File: config.mk
export PLATFORM = sky130hd
export DESIGN_NAME = bfkr_mod
export DESIGN_NICKNAME = d
export VERILOG_FILES = /design/src/sv/bloom_filter_key_range_check_macros.svh /design/src/sv/bfkr_pkg.sv /design/src/sv/bfkr_mod.sv
export SDC_FILE = /design/constraint.sdc
export NUM_CORES = 1
export LEC_CHECK = 0
export ABC_AREA = 1
export ABC_CLOCK_PERIOD_IN_PS = 6550
export BUFFER_PORTS_ARGS = -buffer_cell sky130_fd_sc_hd__buf_2
export CAP_MARGIN = 20
export CORE_MARGIN = 2
export CORE_UTILIZATION = 30
export CTS_CLUSTER_DIAMETER = 100
export DETAILED_ROUTE_END_ITERATION = 7
export GPL_TIMING_DRIVEN = 1
export SLEW_MARGIN = 10
export SYNTH_ARGS = -nofsm -noshare
export SYNTH_HDL_FRONTEND = slang
export SYNTH_SLANG_ARGS = --single-unit
File: constraint.sdc
create_clock -name clock -period 6.55 [get_ports clock]
set_clock_uncertainty 0.2 [all_clocks]
set_input_delay 1.31 -clock clock [delete_from_list [all_inputs] [get_ports clock]]
set_output_delay 1.31 -clock clock [all_outputs]
set_load 0.05 [all_outputs]
File: src/sv/bloom_filter_key_range_check_macros.svh
// assertion macros shared by the bloom filter key range check block
`ifndef BLOOM_FILTER_KEY_RANGE_CHECK_MACROS_SVH
`define BLOOM_FILTER_KEY_RANGE_CHECK_MACROS_SVH

// same-cycle implication
`define BFKR_ASSERT_NOW(label, clk, rst, ante, cons, msg) \
   label: assert property (@(posedge clk) disable iff (rst) (ante) |-> (cons)) else $error(msg);

// next-cycle implication
`define BFKR_ASSERT_NEXT(label, clk, rst, ante, cons, msg) \
   label: assert property (@(posedge clk) disable iff (rst) (ante) |=> (cons)) else $error(msg);

`endif

File: src/sv/bfkr_pkg.sv
`default_nettype none

package bfkr_pkg;

   localparam int unsigned KEY_W       = 64;
   localparam int unsigned WORD_W      = 32;
   localparam int unsigned ROW_W       = 32;
   localparam int unsigned ROW_BIT_W   = 5;
   localparam int unsigned RSP_TDATA_W = 8;
   localparam int unsigned CSR_AW      = 3;
   localparam int unsigned CSR_DW      = 32;

   localparam logic OP_INSERT = 1'b0;
   localparam logic OP_QUERY  = 1'b1;

   typedef logic [1:0] status_type;
   localparam status_type STATUS_INSERT_DONE = 2'd0;
   localparam status_type STATUS_MAYBE       = 2'd1;
   localparam status_type STATUS_OUT_RANGE   = 2'd2;
   localparam status_type STATUS_MISS        = 2'd3;

   localparam logic        CSR_IDX_HASH_SEED = 1'b0;
   localparam logic [31:0] HASH_SEED_RESET   = 32'd1;

   localparam logic [63:0] MM_C1   = 64'h87c37b91114253d5;
   localparam logic [63:0] MM_C2   = 64'h4cf5ad432745937f;
   localparam logic [63:0] FMIX_M1 = 64'hff51afd7ed558ccd;
   localparam logic [63:0] FMIX_M2 = 64'hc4ceb9fe1a85ec53;
   localparam logic [63:0] MM_LEN  = 64'd8;

   typedef struct packed {
      logic        done;
      logic [63:0] h1;
      logic [63:0] h2;
   } hash_rsp_type;

endpackage

`default_nettype wire

File: src/sv/bfkr_mod.sv
`default_nettype none

module bfkr_mod
   import bfkr_pkg::*;
#(
   parameter int unsigned MODULUS = 81920,
   localparam int unsigned PW = $clog2(MODULUS)
) (
   input  wire logic              clock,
   input  wire logic              reset,
   input  wire logic              start,
   input  wire logic [WORD_W-1:0] word,
   output logic                   done,
   output logic      [PW-1:0]     pos
);

   // floor(2^32 / MODULUS), the quotient estimate is low by at most one
   localparam logic [63:0]       RECIP_FULL = (64'd1 << WORD_W) / 64'(MODULUS);
   localparam logic [WORD_W-1:0] RECIP      = RECIP_FULL[WORD_W-1:0];
   localparam logic [WORD_W-1:0] MOD_W      = WORD_W'(MODULUS);

   logic [WORD_W-1:0]   word_ff, word_in;
   logic [2*WORD_W-1:0] prod_ff, prod_in;
   logic [WORD_W-1:0]   qmul_ff, qmul_in;
   logic [WORD_W-1:0]   diff_ff, diff_in;
   logic [PW-1:0]       pos_ff, pos_in;
   logic [3:0]          vld_ff, vld_in;
   logic                done_ff, done_in;

   // reciprocal multiplication, then one compare and subtract
   assign word_in = start ? word : word_ff;
   assign prod_in = {{WORD_W{1'b0}}, word_ff} * {{WORD_W{1'b0}}, RECIP};
   assign qmul_in = prod_ff[2*WORD_W-1:WORD_W] * MOD_W;
   assign diff_in = word_ff - qmul_ff;
   assign vld_in  = {vld_ff[2:0], start};
   assign done_in = vld_ff[3];

   always_comb begin
      pos_in = pos_ff;
      if (vld_ff[3]) begin
         if (diff_ff >= MOD_W) begin
            pos_in = PW'(diff_ff - MOD_W);
         end else begin
            pos_in = PW'(diff_ff);
         end
      end
   end

   always_ff @(posedge clock) begin
      if (reset) begin
         vld_ff  <= '0;
         done_ff <= 1'b0;
      end else begin
         vld_ff  <= vld_in;
         done_ff <= done_in;
      end
      word_ff <= word_in;
      prod_ff <= prod_in;
      qmul_ff <= qmul_in;
      diff_ff <= diff_in;
      pos_ff  <= pos_in;
   end

   assign done = done_ff;
   assign pos  = pos_ff;

endmodule

`default_nettype wire

==> results.env <==
ASYNC_RESET_FF_FRAC=0
YOSYS-MUX-AREA-FRACTION=0
GRT_SETUP_UNREPAIRED='false'
SETUP_SLACK_PS=940
STARTING_DENSITY_OF_THE_CORE=0.303
WORSTPATHARRIVAL_PS=5740
POST-CTS-SETUP-BUFFERS=0
YOSYS.AREA_SHARE.SIMPLE=0.142
REPORT.FINAL.SETUP_VIOL=0
GR-TOTAL-OVERFLOW=0
SYNTHADDERAREAFRAC=0.451
DPL_WORST_SLACK_PS=945
FIN_CELLS=2232
POST_CTS_RESIZE_COUNT=0
HOLD_PATH.CLASS='register to register'
WORST_HOLD_PATH.ENDPOINT='vld_ff[1]'
TIMING.REG2REG.WORST_PATH_DEPTH=19
HOLD_START='vld_ff[0]'
FINAL_COMMON_CELL='sky130_fd_sc_hd__inv_1'
GRT_FIRST_PASS_WIRELENGTH_UM=56600
SYNTH_WARNINGS=0
SYNTHESIS.INSTANCES=1548
TIMING.MAX_SLEW.REL_SLACK=0.398
VIAS_PER_CELL=4.53
YS_SEQ_ELEMENTS=120
POST-ROUTE-PERIOD-UTIL=0.856
FINAL_ANTENNA_NET_COUNT=0
SYNTHESIZED_AREA_FRACTION_OCCUPIED_BY_XOR_AND_XNOR_CELLS=0.0305
FF2FF_SETUP_SLACK_PS=940
SYNTH.YOSYS.SEQ_AREA_SHARE=0.210
GLOBALROUTETOTALUTIL=0.154
HOLD-PATH-CELL-COUNT=2
HTREEDEPTH=4
GRT_START_MAX_NET_PINS=34
ROUTABILITYCONGESTION=0.915
PLACE.DETAILED.INSTANCES=2200
NETLIST_AREA_SQ_MM=0.0138
HOLD_BUFFERS_POST_CTS=0
CRIT-REG2REG-LAUNCH='word_ff[6]'
MIN_PERIOD_PS=5610
FINALMAXSLEWVIOLATIONS=0
FINAL_CELL_MIX='sky130_fd_sc_hd__inv_1 (349), sky130_fd_sc_hd__ha_1 (255), sky130_fd_sc_hd__nand2_1 (238)'
SYN-NUM-NETS=1989
CLKLATENCYLATEPIN_PS=450
HPWLAFTERDP_UM=30000
SYNTH_FF_TYPE='sky130_fd_sc_hd__dfxtp_1'
CTS-ROOT-BUF='sky130_fd_sc_hd__clkbuf_16'
PLACEMENT.IO_BUFFERS=52
PIN_COUNT=53
INITIAL_ANTENNA_VIOLATION_COUNT=0
WORST_SLEW_PIN_SLEW_PS=903
REMAINING_DRC_ERRORS=0
CLK_PIN_SLEW_WORST_PATHS_PS=60
DIE_WIDTH_UM=218
HOLD_VIOLATIONS=0
NETS=2060
RUN_STATUS='completed'
TIMING.CRITICAL_PATH.TO_TYPE='register'
FILLERS=4755
DRIVE_ABOVE_1_SHARE=0.0735
CRIT_REQUIRED_PS=6680
WORST-PATH-MAX-FANOUT=9
INSERTEDDIODECOUNT=0
TOTAL_CTS_BUFFERS=17
CLOCK_PATH_BUFFERS=2
SINKS_ON_CLOCK_NET=120
CORE_FOOTPRINT_SQ_MM=0.0454
WORSTSETUPPATHTYPE='register to register'
FMAX_MHz=178
SYNTHESIS.AREA_PER_INSTANCE_SQ_UM=8.90
SYNTH_COMPOUND_GATE_AREA_SHARE=0.0694
DRT_FIRST_ITER_VIOLATIONS=479
FP.DIEAREA_SQ_MM=0.0476
FIN_TNS_SETUP_PS=0
AREAGROWTHSYNTHTOFINISH_PCT=11.7
YS_TYPES=34
AVGROUTEDWIREPERCELL_UM=15.4
ROUTE.FINAL.WIRE_LENGTH_UM=34400
LARGEST_FAMILY_OF_LOGIC_CELLS_BY_SYNTHESIZED_AREA='adder cells'
RR_ENDPOINT='prod_ff[39]'
STARTPOINT_TYPE='register'
FP-ROW-COUNT=78
TRITONCTS='built'
DETAILROUTE.VIA_COUNT=10100
SYNTH-EDFF-COUNT=49
DETAILEDROUTE.FIRSTPASSITERATIONCOUNT=5
DIE_H_UM=218
VIAS_IN_THE_FIRST_GLOBAL_ROUTE=11094
MAX_CAPACITANCE_VIOLATION_COUNT=0
worst max path at each step:
stage / startpoint / to / slack (ps)
after floorplan: word_ff[1] / prod_ff[41] / 1640
final: word_ff[6] / prod_ff[39] / 940
after global placement: word_ff[6] / prod_ff[44] / 950
after CTS: word_ff[5] / prod_ff[44] / 920
after global routing: word_ff[5] / prod_ff[42] / 630
after detailed placement: word_ff[5] / prod_ff[44] / 940
registers in the layout (all words and copies together) (netlist names):
signal and cells:
diff_ff 32, done 1, pos 17, prod_ff 16, qmul_ff 18, vld_ff 4
word_ff 32
stage by stage:
step	utilization	instance area, sq um	hold WS, ps
4_1_cts	0.339	15400	199
3_3_place_gp	0.326	14800	191
5_1_grt	0.339	15400	215
6_report	0.339	15400	201
3_5_place_dp	0.326	14800	196
2_1_floorplan	-	13800	137
layer usage:
metal / track usage / routed length, um / vias to the layer above / share of wire
li1: - / - / 5045 / -
met1: 0.187 / 15200 / 4801 / 0.44
met2: 0.270 / 16700 / 189 / 0.48
met3: 0.0216 / 1150 / 65 / 0.033
met4: 0.0710 / 1310 / 0 / 0.038
met5: 0 / 0 / - / 0
layout make-up:
class | instances | area (sq um) | area share
Clock buffer | 25 | 507 | 0.0329
Clock inverter | 7 | 90.1 | 0.00586
Inverter | 355 | 1330 | 0.0866
Multi-Input combinational cell | 1073 | 9550 | 0.621
Sequential cell | 120 | 2890 | 0.188
Tap cell | 600 | 751 | 0.0488
Timing Repair Buffer | 52 | 260 | 0.0169
critical path: stages, from the launching register on:
cell and delay [ps]:
sky130_fd_sc_hd__edfxtp_1 590, sky130_fd_sc_hd__ha_1 440, sky130_fd_sc_hd__xor2_1 170, sky130_fd_sc_hd__ha_1 210, sky130_fd_sc_hd__a21o_1 190, sky130_fd_sc_hd__fa_1 510, sky130_fd_sc_hd__fa_1 530, sky130_fd_sc_hd__fa_1 560
sky130_fd_sc_hd__inv_1 60, sky130_fd_sc_hd__fa_1 490, sky130_fd_sc_hd__inv_1 50, sky130_fd_sc_hd__ha_1 310, sky130_fd_sc_hd__a21oi_1 180, sky130_fd_sc_hd__o21ai_0 190, sky130_fd_sc_hd__a21oi_1 350, sky130_fd_sc_hd__o21ai_0 160
sky130_fd_sc_hd__nand2_1 110, sky130_fd_sc_hd__nand3_1 70, sky130_fd_sc_hd__nand2_1 60, sky130_fd_sc_hd__nand2_1 60
kinds of logic after synthesis:
| group | Yosys count |
|---|---|
| flip-flops | 120 |
| XOR/XNOR | 48 |
| AND/OR/NAND/NOR | 447 |
| buffers and inverters | 355 |
| AO/OA/AOI/OAI | 172 |
| adder cells (fa/ha/maj) | 406 |
cell usage after synthesis (all sizes together), types with 2 or more instances:
cell type / count / area [sq um]
nand3: 50 / 250
xor2: 37 / 324
nand2: 248 / 966
ha: 255 / 3190
nor2: 109 / 454
a21boi: 3 / 22.5
a21oi: 83 / 419
o21a: 4 / 30.0
a21o: 17 / 128
nor3: 15 / 128
inv: 355 / 1330
nor4: 4 / 25.0
dfxtp: 71 / 1420
nand4: 16 / 100
o21ai: 55 / 283
xnor2: 11 / 96.3
fa: 151 / 3020
a31oi: 2 / 12.5
and3: 2 / 12.5
o21bai: 7 / 52.6
edfxtp: 49 / 1470
nand3b: 2 / 15.0
Power is left out: the tool's default activity adds up to more than one toggle a clock period on the data nets, which glitch-free logic cannot reach.
