[src/sv/bloom_filter_key_range_check_macros.svh]
// assertion macros shared by the bloom filter key range check block
`ifndef BLOOM_FILTER_KEY_RANGE_CHECK_MACROS_SVH
`define BLOOM_FILTER_KEY_RANGE_CHECK_MACROS_SVH

// same-cycle implication
`define BFKR_ASSERT_NOW(label, clk, rst, ante, cons, msg) \
   label: assert property (@(posedge clk) disable iff (rst) (ante) |-> (cons)) else $error(msg);

// next-cycle implication
`define BFKR_ASSERT_NEXT(label, clk, rst, ante, cons, msg) \
   label: assert property (@(posedge clk) disable iff (rst) (ante) |=> (cons)) else $error(msg);

`endif

[src/sv/bfkr_pkg.sv]
`default_nettype none

package bfkr_pkg;

   localparam int unsigned KEY_W       = 64;
   localparam int unsigned WORD_W      = 32;
   localparam int unsigned ROW_W       = 32;
   localparam int unsigned ROW_BIT_W   = 5;
   localparam int unsigned RSP_TDATA_W = 8;
   localparam int unsigned CSR_AW      = 3;
   localparam int unsigned CSR_DW      = 32;

   localparam logic OP_INSERT = 1'b0;
   localparam logic OP_QUERY  = 1'b1;

   typedef logic [1:0] status_type;
   localparam status_type STATUS_INSERT_DONE = 2'd0;
   localparam status_type STATUS_MAYBE       = 2'd1;
   localparam status_type STATUS_OUT_RANGE   = 2'd2;
   localparam status_type STATUS_MISS        = 2'd3;

   localparam logic        CSR_IDX_HASH_SEED = 1'b0;
   localparam logic [31:0] HASH_SEED_RESET   = 32'd1;

   localparam logic [63:0] MM_C1   = 64'h87c37b91114253d5;
   localparam logic [63:0] MM_C2   = 64'h4cf5ad432745937f;
   localparam logic [63:0] FMIX_M1 = 64'hff51afd7ed558ccd;
   localparam logic [63:0] FMIX_M2 = 64'hc4ceb9fe1a85ec53;
   localparam logic [63:0] MM_LEN  = 64'd8;

   typedef struct packed {
      logic        done;
      logic [63:0] h1;
      logic [63:0] h2;
   } hash_rsp_type;

endpackage

`default_nettype wire

[src/sv/bfkr_hash.sv]
`default_nettype none

module bfkr_hash
   import bfkr_pkg::*;
(
   input  wire logic         clock,
   input  wire logic         reset,
   input  wire logic         start,
   input  wire logic [63:0]  key,
   input  wire logic [31:0]  seed,
   output hash_rsp_type      rsp
);

   localparam logic [3:0] HS_IDLE = 4'd0;
   localparam logic [3:0] HS_K1   = 4'd1;
   localparam logic [3:0] HS_K2   = 4'd2;
   localparam logic [3:0] HS_AB1  = 4'd3;
   localparam logic [3:0] HS_AB2  = 4'd4;
   localparam logic [3:0] HS_FA1  = 4'd5;
   localparam logic [3:0] HS_FA2  = 4'd6;
   localparam logic [3:0] HS_FB1  = 4'd7;
   localparam logic [3:0] HS_FB2  = 4'd8;
   localparam logic [3:0] HS_AB3  = 4'd9;
   localparam logic [3:0] HS_AB4  = 4'd10;

   function automatic logic [63:0] shift_mix(input logic [63:0] x);
      return x ^ (x >> 33);
   endfunction

   logic [3:0]  state_ff, state_in;
   logic [1:0]  mp_ff, mp_in;
   logic [63:0] w_ff, w_in;
   logic [63:0] a_ff, a_in;
   logic [63:0] b_ff, b_in;
   logic [63:0] pp_ff, pp_in;
   logic [63:0] acc_ff, acc_in;
   logic        done_ff, done_in;

   logic [63:0] mul_const;
   logic [31:0] mul_a;
   logic [31:0] mul_b;
   logic [63:0] prod;
   logic        is_mul;
   logic [63:0] seed_ext;

   always_comb begin
      unique case (state_ff)
         HS_K1:           mul_const = MM_C1;
         HS_K2:           mul_const = MM_C2;
         HS_FA1, HS_FB1:  mul_const = FMIX_M1;
         HS_FA2, HS_FB2:  mul_const = FMIX_M2;
         default:         mul_const = '0;
      endcase
   end

   assign is_mul = (state_ff == HS_K1) || (state_ff == HS_K2) ||
                   (state_ff == HS_FA1) || (state_ff == HS_FA2) ||
                   (state_ff == HS_FB1) || (state_ff == HS_FB2);

   // 64x64 product mod 2^64 from three 32x32 partial products
   assign mul_a = (mp_ff == 2'd2) ? w_ff[63:32] : w_ff[31:0];
   assign mul_b = (mp_ff == 2'd1) ? mul_const[63:32] : mul_const[31:0];
   assign pp_in = {32'b0, mul_a} * {32'b0, mul_b};
   assign prod  = {acc_ff[63:32] + pp_ff[31:0], acc_ff[31:0]};
   assign seed_ext = {32'b0, seed};

   always_comb begin
      state_in = state_ff;
      mp_in    = mp_ff;
      w_in     = w_ff;
      a_in     = a_ff;
      b_in     = b_ff;
      acc_in   = acc_ff;
      done_in  = 1'b0;
      if (is_mul) begin
         mp_in = mp_ff + 2'd1;
         unique case (mp_ff)
            2'd1:    acc_in = pp_ff;
            2'd2:    acc_in = {acc_ff[63:32] + pp_ff[31:0], acc_ff[31:0]};
            default: acc_in = acc_ff;
         endcase
      end
      unique case (state_ff)
         HS_IDLE: begin
            if (start) begin
               w_in     = key;
               mp_in    = 2'd0;
               state_in = HS_K1;
            end
         end
         HS_K1: begin
            if (mp_ff == 2'd3) begin
               w_in     = {prod[32:0], prod[63:33]};
               state_in = HS_K2;
            end
         end
         HS_K2: begin
            if (mp_ff == 2'd3) begin
               a_in     = seed_ext ^ prod ^ MM_LEN;
               b_in     = seed_ext ^ MM_LEN;
               state_in = HS_AB1;
            end
         end
         HS_AB1: begin
            a_in     = a_ff + b_ff;
            state_in = HS_AB2;
         end
         HS_AB2: begin
            b_in     = b_ff + a_ff;
            w_in     = shift_mix(a_ff);
            state_in = HS_FA1;
         end
         HS_FA1: begin
            if (mp_ff == 2'd3) begin
               w_in     = shift_mix(prod);
               state_in = HS_FA2;
            end
         end
         HS_FA2: begin
            if (mp_ff == 2'd3) begin
               a_in     = shift_mix(prod);
               w_in     = shift_mix(b_ff);
               state_in = HS_FB1;
            end
         end
         HS_FB1: begin
            if (mp_ff == 2'd3) begin
               w_in     = shift_mix(prod);
               state_in = HS_FB2;
            end
         end
         HS_FB2: begin
            if (mp_ff == 2'd3) begin
               b_in     = shift_mix(prod);
               state_in = HS_AB3;
            end
         end
         HS_AB3: begin
            a_in     = a_ff + b_ff;
            state_in = HS_AB4;
         end
         HS_AB4: begin
            b_in     = b_ff + a_ff;
            done_in  = 1'b1;
            state_in = HS_IDLE;
         end
         default: begin
            state_in = HS_IDLE;
         end
      endcase
   end

   always_ff @(posedge clock) begin
      if (reset) begin
         state_ff <= HS_IDLE;
         mp_ff    <= 2'd0;
         done_ff  <= 1'b0;
      end else begin
         state_ff <= state_in;
         mp_ff    <= mp_in;
         done_ff  <= done_in;
      end
      w_ff   <= w_in;
      a_ff   <= a_in;
      b_ff   <= b_in;
      pp_ff  <= pp_in;
      acc_ff <= acc_in;
   end

   assign rsp.done = done_ff;
   assign rsp.h1   = a_ff;
   assign rsp.h2   = b_ff;

endmodule

`default_nettype wire

[config.mk]
export PLATFORM = sky130hd
export DESIGN_NAME = bfkr_hash
export DESIGN_NICKNAME = d
export VERILOG_FILES = /design/src/sv/bloom_filter_key_range_check_macros.svh /design/src/sv/bfkr_pkg.sv /design/src/sv/bfkr_hash.sv
export SDC_FILE = /design/constraint.sdc
export NUM_CORES = 2
export LEC_CHECK = 0
export ABC_CLOCK_PERIOD_IN_PS = 8100
export BUFFER_PORTS_ARGS = -buffer_cell sky130_fd_sc_hd__buf_2
export CAP_MARGIN = 5
export CORE_ASPECT_RATIO = 1.2
export CORE_MARGIN = 1
export CORE_UTILIZATION = 30
export CTS_CLUSTER_DIAMETER = 40
export DETAILED_ROUTE_END_ITERATION = 12
export GPL_TIMING_DRIVEN = 1
export SETUP_SLACK_MARGIN = 0.02
export SYNTH_ARGS = -nofsm -noshare
export SYNTH_HDL_FRONTEND = slang
export SYNTH_SLANG_ARGS = --single-unit
[constraint.sdc]
create_clock -name clock -period 8.1 [get_ports clock]
set_input_delay 1.215 -clock clock [delete_from_list [all_inputs] [get_ports clock]]
set_output_delay 1.215 -clock clock [all_outputs]
set_load 0.05 [all_outputs]
==> run metrics <==
Total Nets Final=a little under 8000; CTS H-Tree Depth=2; Core Box Area=~0.18 mm²; root buffer cell=clkbuf_16; # fillers=around 18000; Residual DRC=0; worst skew pair latency=approximately 0.60 ns; Die ar.=0.179 mm²; vias in the first global route=between 50000 and 60000; YS warnings=0; Pwr Density=roughly 440 mW/mm²; post-route cell area=0.0665 mm²; Max-slew headroom=around 18%; Switch Pwr=between 10 and 15 mW; share of layout cells above drive strength 1=a little under a quarter; worst-margin pin slew=~1.2 ns; final wirelength=approximately 230000 µm; failing checks=negative setup slack; CP Capture Type=flip-flop; Post-synth EDFFs=roughly 260; Final Setup Violations=15; combinational share of power=between 80% and 90%; CTS Buffer Depth=3; maximum VDD drop=slightly above 800 µV; crit path kind=reg -> reg; power share of the clock group=under 10%; Critical Path Fanout Max=15; grt peak-use layer=met2; hold_buf cts=0; leading area contributor after synthesis=fa_1; largest net degree at the start of global routing=between 60 and 70; CTS tree=done; Syn Area/Cell=between 9 and 10 µm²; max frequency=between 100 and 150 MHz; Fin Hold WS=around 0.54 ns; pre-CTS setup slack=-0.857 ns; PnR worst setup slack=-0.318 ns; vias per cell=between 5 and 6; post-synth top area share=about a third; Starting DRT DRC Count=~4700; initial antenna violation count=9; slowest cell on the critical path=fa_1; Final Skew=approximately 0.04 ns; Hold Fails Final Rpt=0; Sink Count=between 300 and 400; Leak=approximately 30 nW; Horiz. Die Dim=between 300 and 400 µm; switching share of power=around half; cells after synthesis=5812; post-DP HPWL=between 150000 and 200000 µm; fin crit share=104%; FFs w/ async S/R, synth=0%; critical path required time=about 8.6 ns; top cells by area, synth=fa_1, edfxtp_1, ha_1; # IOs=around 230; Yosys cell types=83; Data arrival, critical path=approximately 9 ns; Num CTS Buffers=41; MaxCap Viol Count=0; GRT met1 Usage=between 30% and 40%; P_int=14.9 mW; area grow syn2layout=25.1%; WL/cell=about 26 µm; sequential fraction of the synthesis area=between 10% and 20%; routing usage on met2=43.0%; Worst path most repeated cell=fa_1; first-pass GRT wire length=between 300000 and 400000 µm; row count=~170; part of the power in registers=around 8.6%; met3 usage=under 10%; number of port buffers=about 230; Post-DP Area=between 0.06 and 0.07 mm²; routability congestion estimate from global placement=about 1; via count=around 48000; Worst path max stage delay=between 0.5 and 0.6 ns; crit start category=flip-flop; Final Critical Period=roughly 8.4 ns; max-slew violations=0; synthesized area=0.0531 mm²; Top FF cell, synth=edfxtp_1; GRT Util Overall=about a quarter; GRT overflow=0; Post-Syn Nets=approximately 7200; Starting Density=between 30% and 40%; FF+latch count, synth=between 300 and 400; RSZ-0062 raised after global routing=yes; DIE HEIGHT=between 400 and 500 µm; remaining antenna violation count after routing=0; first-pass iteration count of the detailed router=7; outcome=finished, violations left; Min-Delay Path Class=reg -> reg; clock slew at reported path FFs=0.07 ns
==> synth_stat cells, types with 23 or more instances <==
library cell	number
ha_1	360
edfxtp_1	256
mux2i_1	49
a222oi_1	42
nand4_1	35
a21o_1	97
o21a_1	29
o21bai_1	31
nand2_1	660
a21oi_1	209
o21ai_0	198
a221o_1	30
nor3_1	24
a22o_1	26
a22oi_1	30
clkbuf_1	300
mux2_2	59
nor2b_1	57
o211ai_1	24
and3_1	31
fa_1	898
inv_1	863
xor2_1	94
nor2_1	778
xnor2_1	146
nand3_1	45
a31oi_1	54
dfxtp_1	71
o221ai_1	41
a221oi_1	23
==> worst paths after layout <==
path	start	end	slack, ns	depth (start not counted)
setup / recovery	mp_ff[1]	pp_ff[58]	-0.32	32
hold / removal	pp_ff[44]	acc_ff[44]	0.54	1
hold reg to reg	pp_ff[44]	acc_ff[44]	0.54	1
setup reg to reg	mp_ff[1]	pp_ff[58]	-0.32	32
==> sequential cells by signal, indices dropped and copies added (netlist names) <==
| name | count |
|---|---|
| b_ff | 64 |
| state_ff | 4 |
| acc_ff | 64 |
| done_ff | 1 |
| a_ff | 64 |
| pp_ff | 64 |
| mp_ff | 2 |
| w_ff | 64 |
==> power groups by stage <==
stage,clock network [mW],registers (mW),logic (mW)
6_report,1.92,2.51,24.9
5_1_grt,1.98,2.52,26.5
4_1_cts,1.93,2.51,23.6
3_5_place_dp,0,2.53,20.4
3_3_place_gp,0,2.55,20.5
2_1_floorplan,0,2.37,10.2
==> cell usage in the layout (no fill, tap or decap), types with 171 or more instances in the layout <==
cell type,count
ha_1,337
inv_1,839
fa_1,843
nor2_1,720
buf_4,645
a21oi_1,177
nand2_1,636
edfxtp_1,256
o21ai_0,171
buf_2,227
==> repair_timing <==
item,CTS,global route
setup buffers,65,12
endpoints found under the hold margin,0,0
resized for setup,306,107
setup endpoints to repair,38,37
pin swaps,124,59
gates cloned,5,1
==> critical path: cells and delay by family (launching register included) <==
family | cells | cell delay, ns
simple gates | 7 | 1.40
compound gates | 8 | 1.47
fa+ha+maj | 10 | 4.46
flops | 1 | 0.33
buf+inv | 7 | 0.58
==> layer usage <==
metal	up-vias	wire (µm)	share of wire, %
li1	20400	-	-
met1	24100	85100	37
met2	2663	110000	48
met3	641	18700	8.1
met4	10	17500	7.5
met5	-	64	0.028
==> logic make-up (layout without fill, tap and decap cells) <==
| group | after synthesis | count (layout) | synth area share (%) |
|---|---|---|---|
| AOI/OAI and AO/OA | 976 | 976 | 12.5 |
| DFF | 327 | 327 | 17.1 |
| other | 0 | 7 | 0 |
| and+or+nand+nor | 1717 | 1717 | 13.4 |
| muxes | 110 | 110 | 2.22 |
| buffers and inverters | 1182 | 1963 | 8.36 |
| adders and majority gates | 1258 | 1258 | 42.3 |
| xor gates and xnor gates | 242 | 242 | 4.02 |
==> stage by stage <==
stage	util, %	power, mW	cells	TNS (ns)
floorplan	-	12.6	5812	0
global placement	35.7	23.1	8737	-18.60
detailed placement	35.7	23.0	8737	-17.68
CTS	37.6	28.1	8878	-1.58
global route	37.9	31.0	8888	-7.89
finish	37.9	29.3	8895	-2.06
==> final cells by class <==
cell class	count	area [µm²]	area share, %
multi-input cells	4303	41300	62.1
flip-flops and latches	327	9120	13.7
repair buffers	1023	8540	12.8
inverters	864	3250	4.89
well taps	2295	2870	4.32
clock buffers	42	1030	1.55
clock inverters	34	352	0.529
diodes	7	17.5	0.0264
Power figures use the tool's default switching activity.
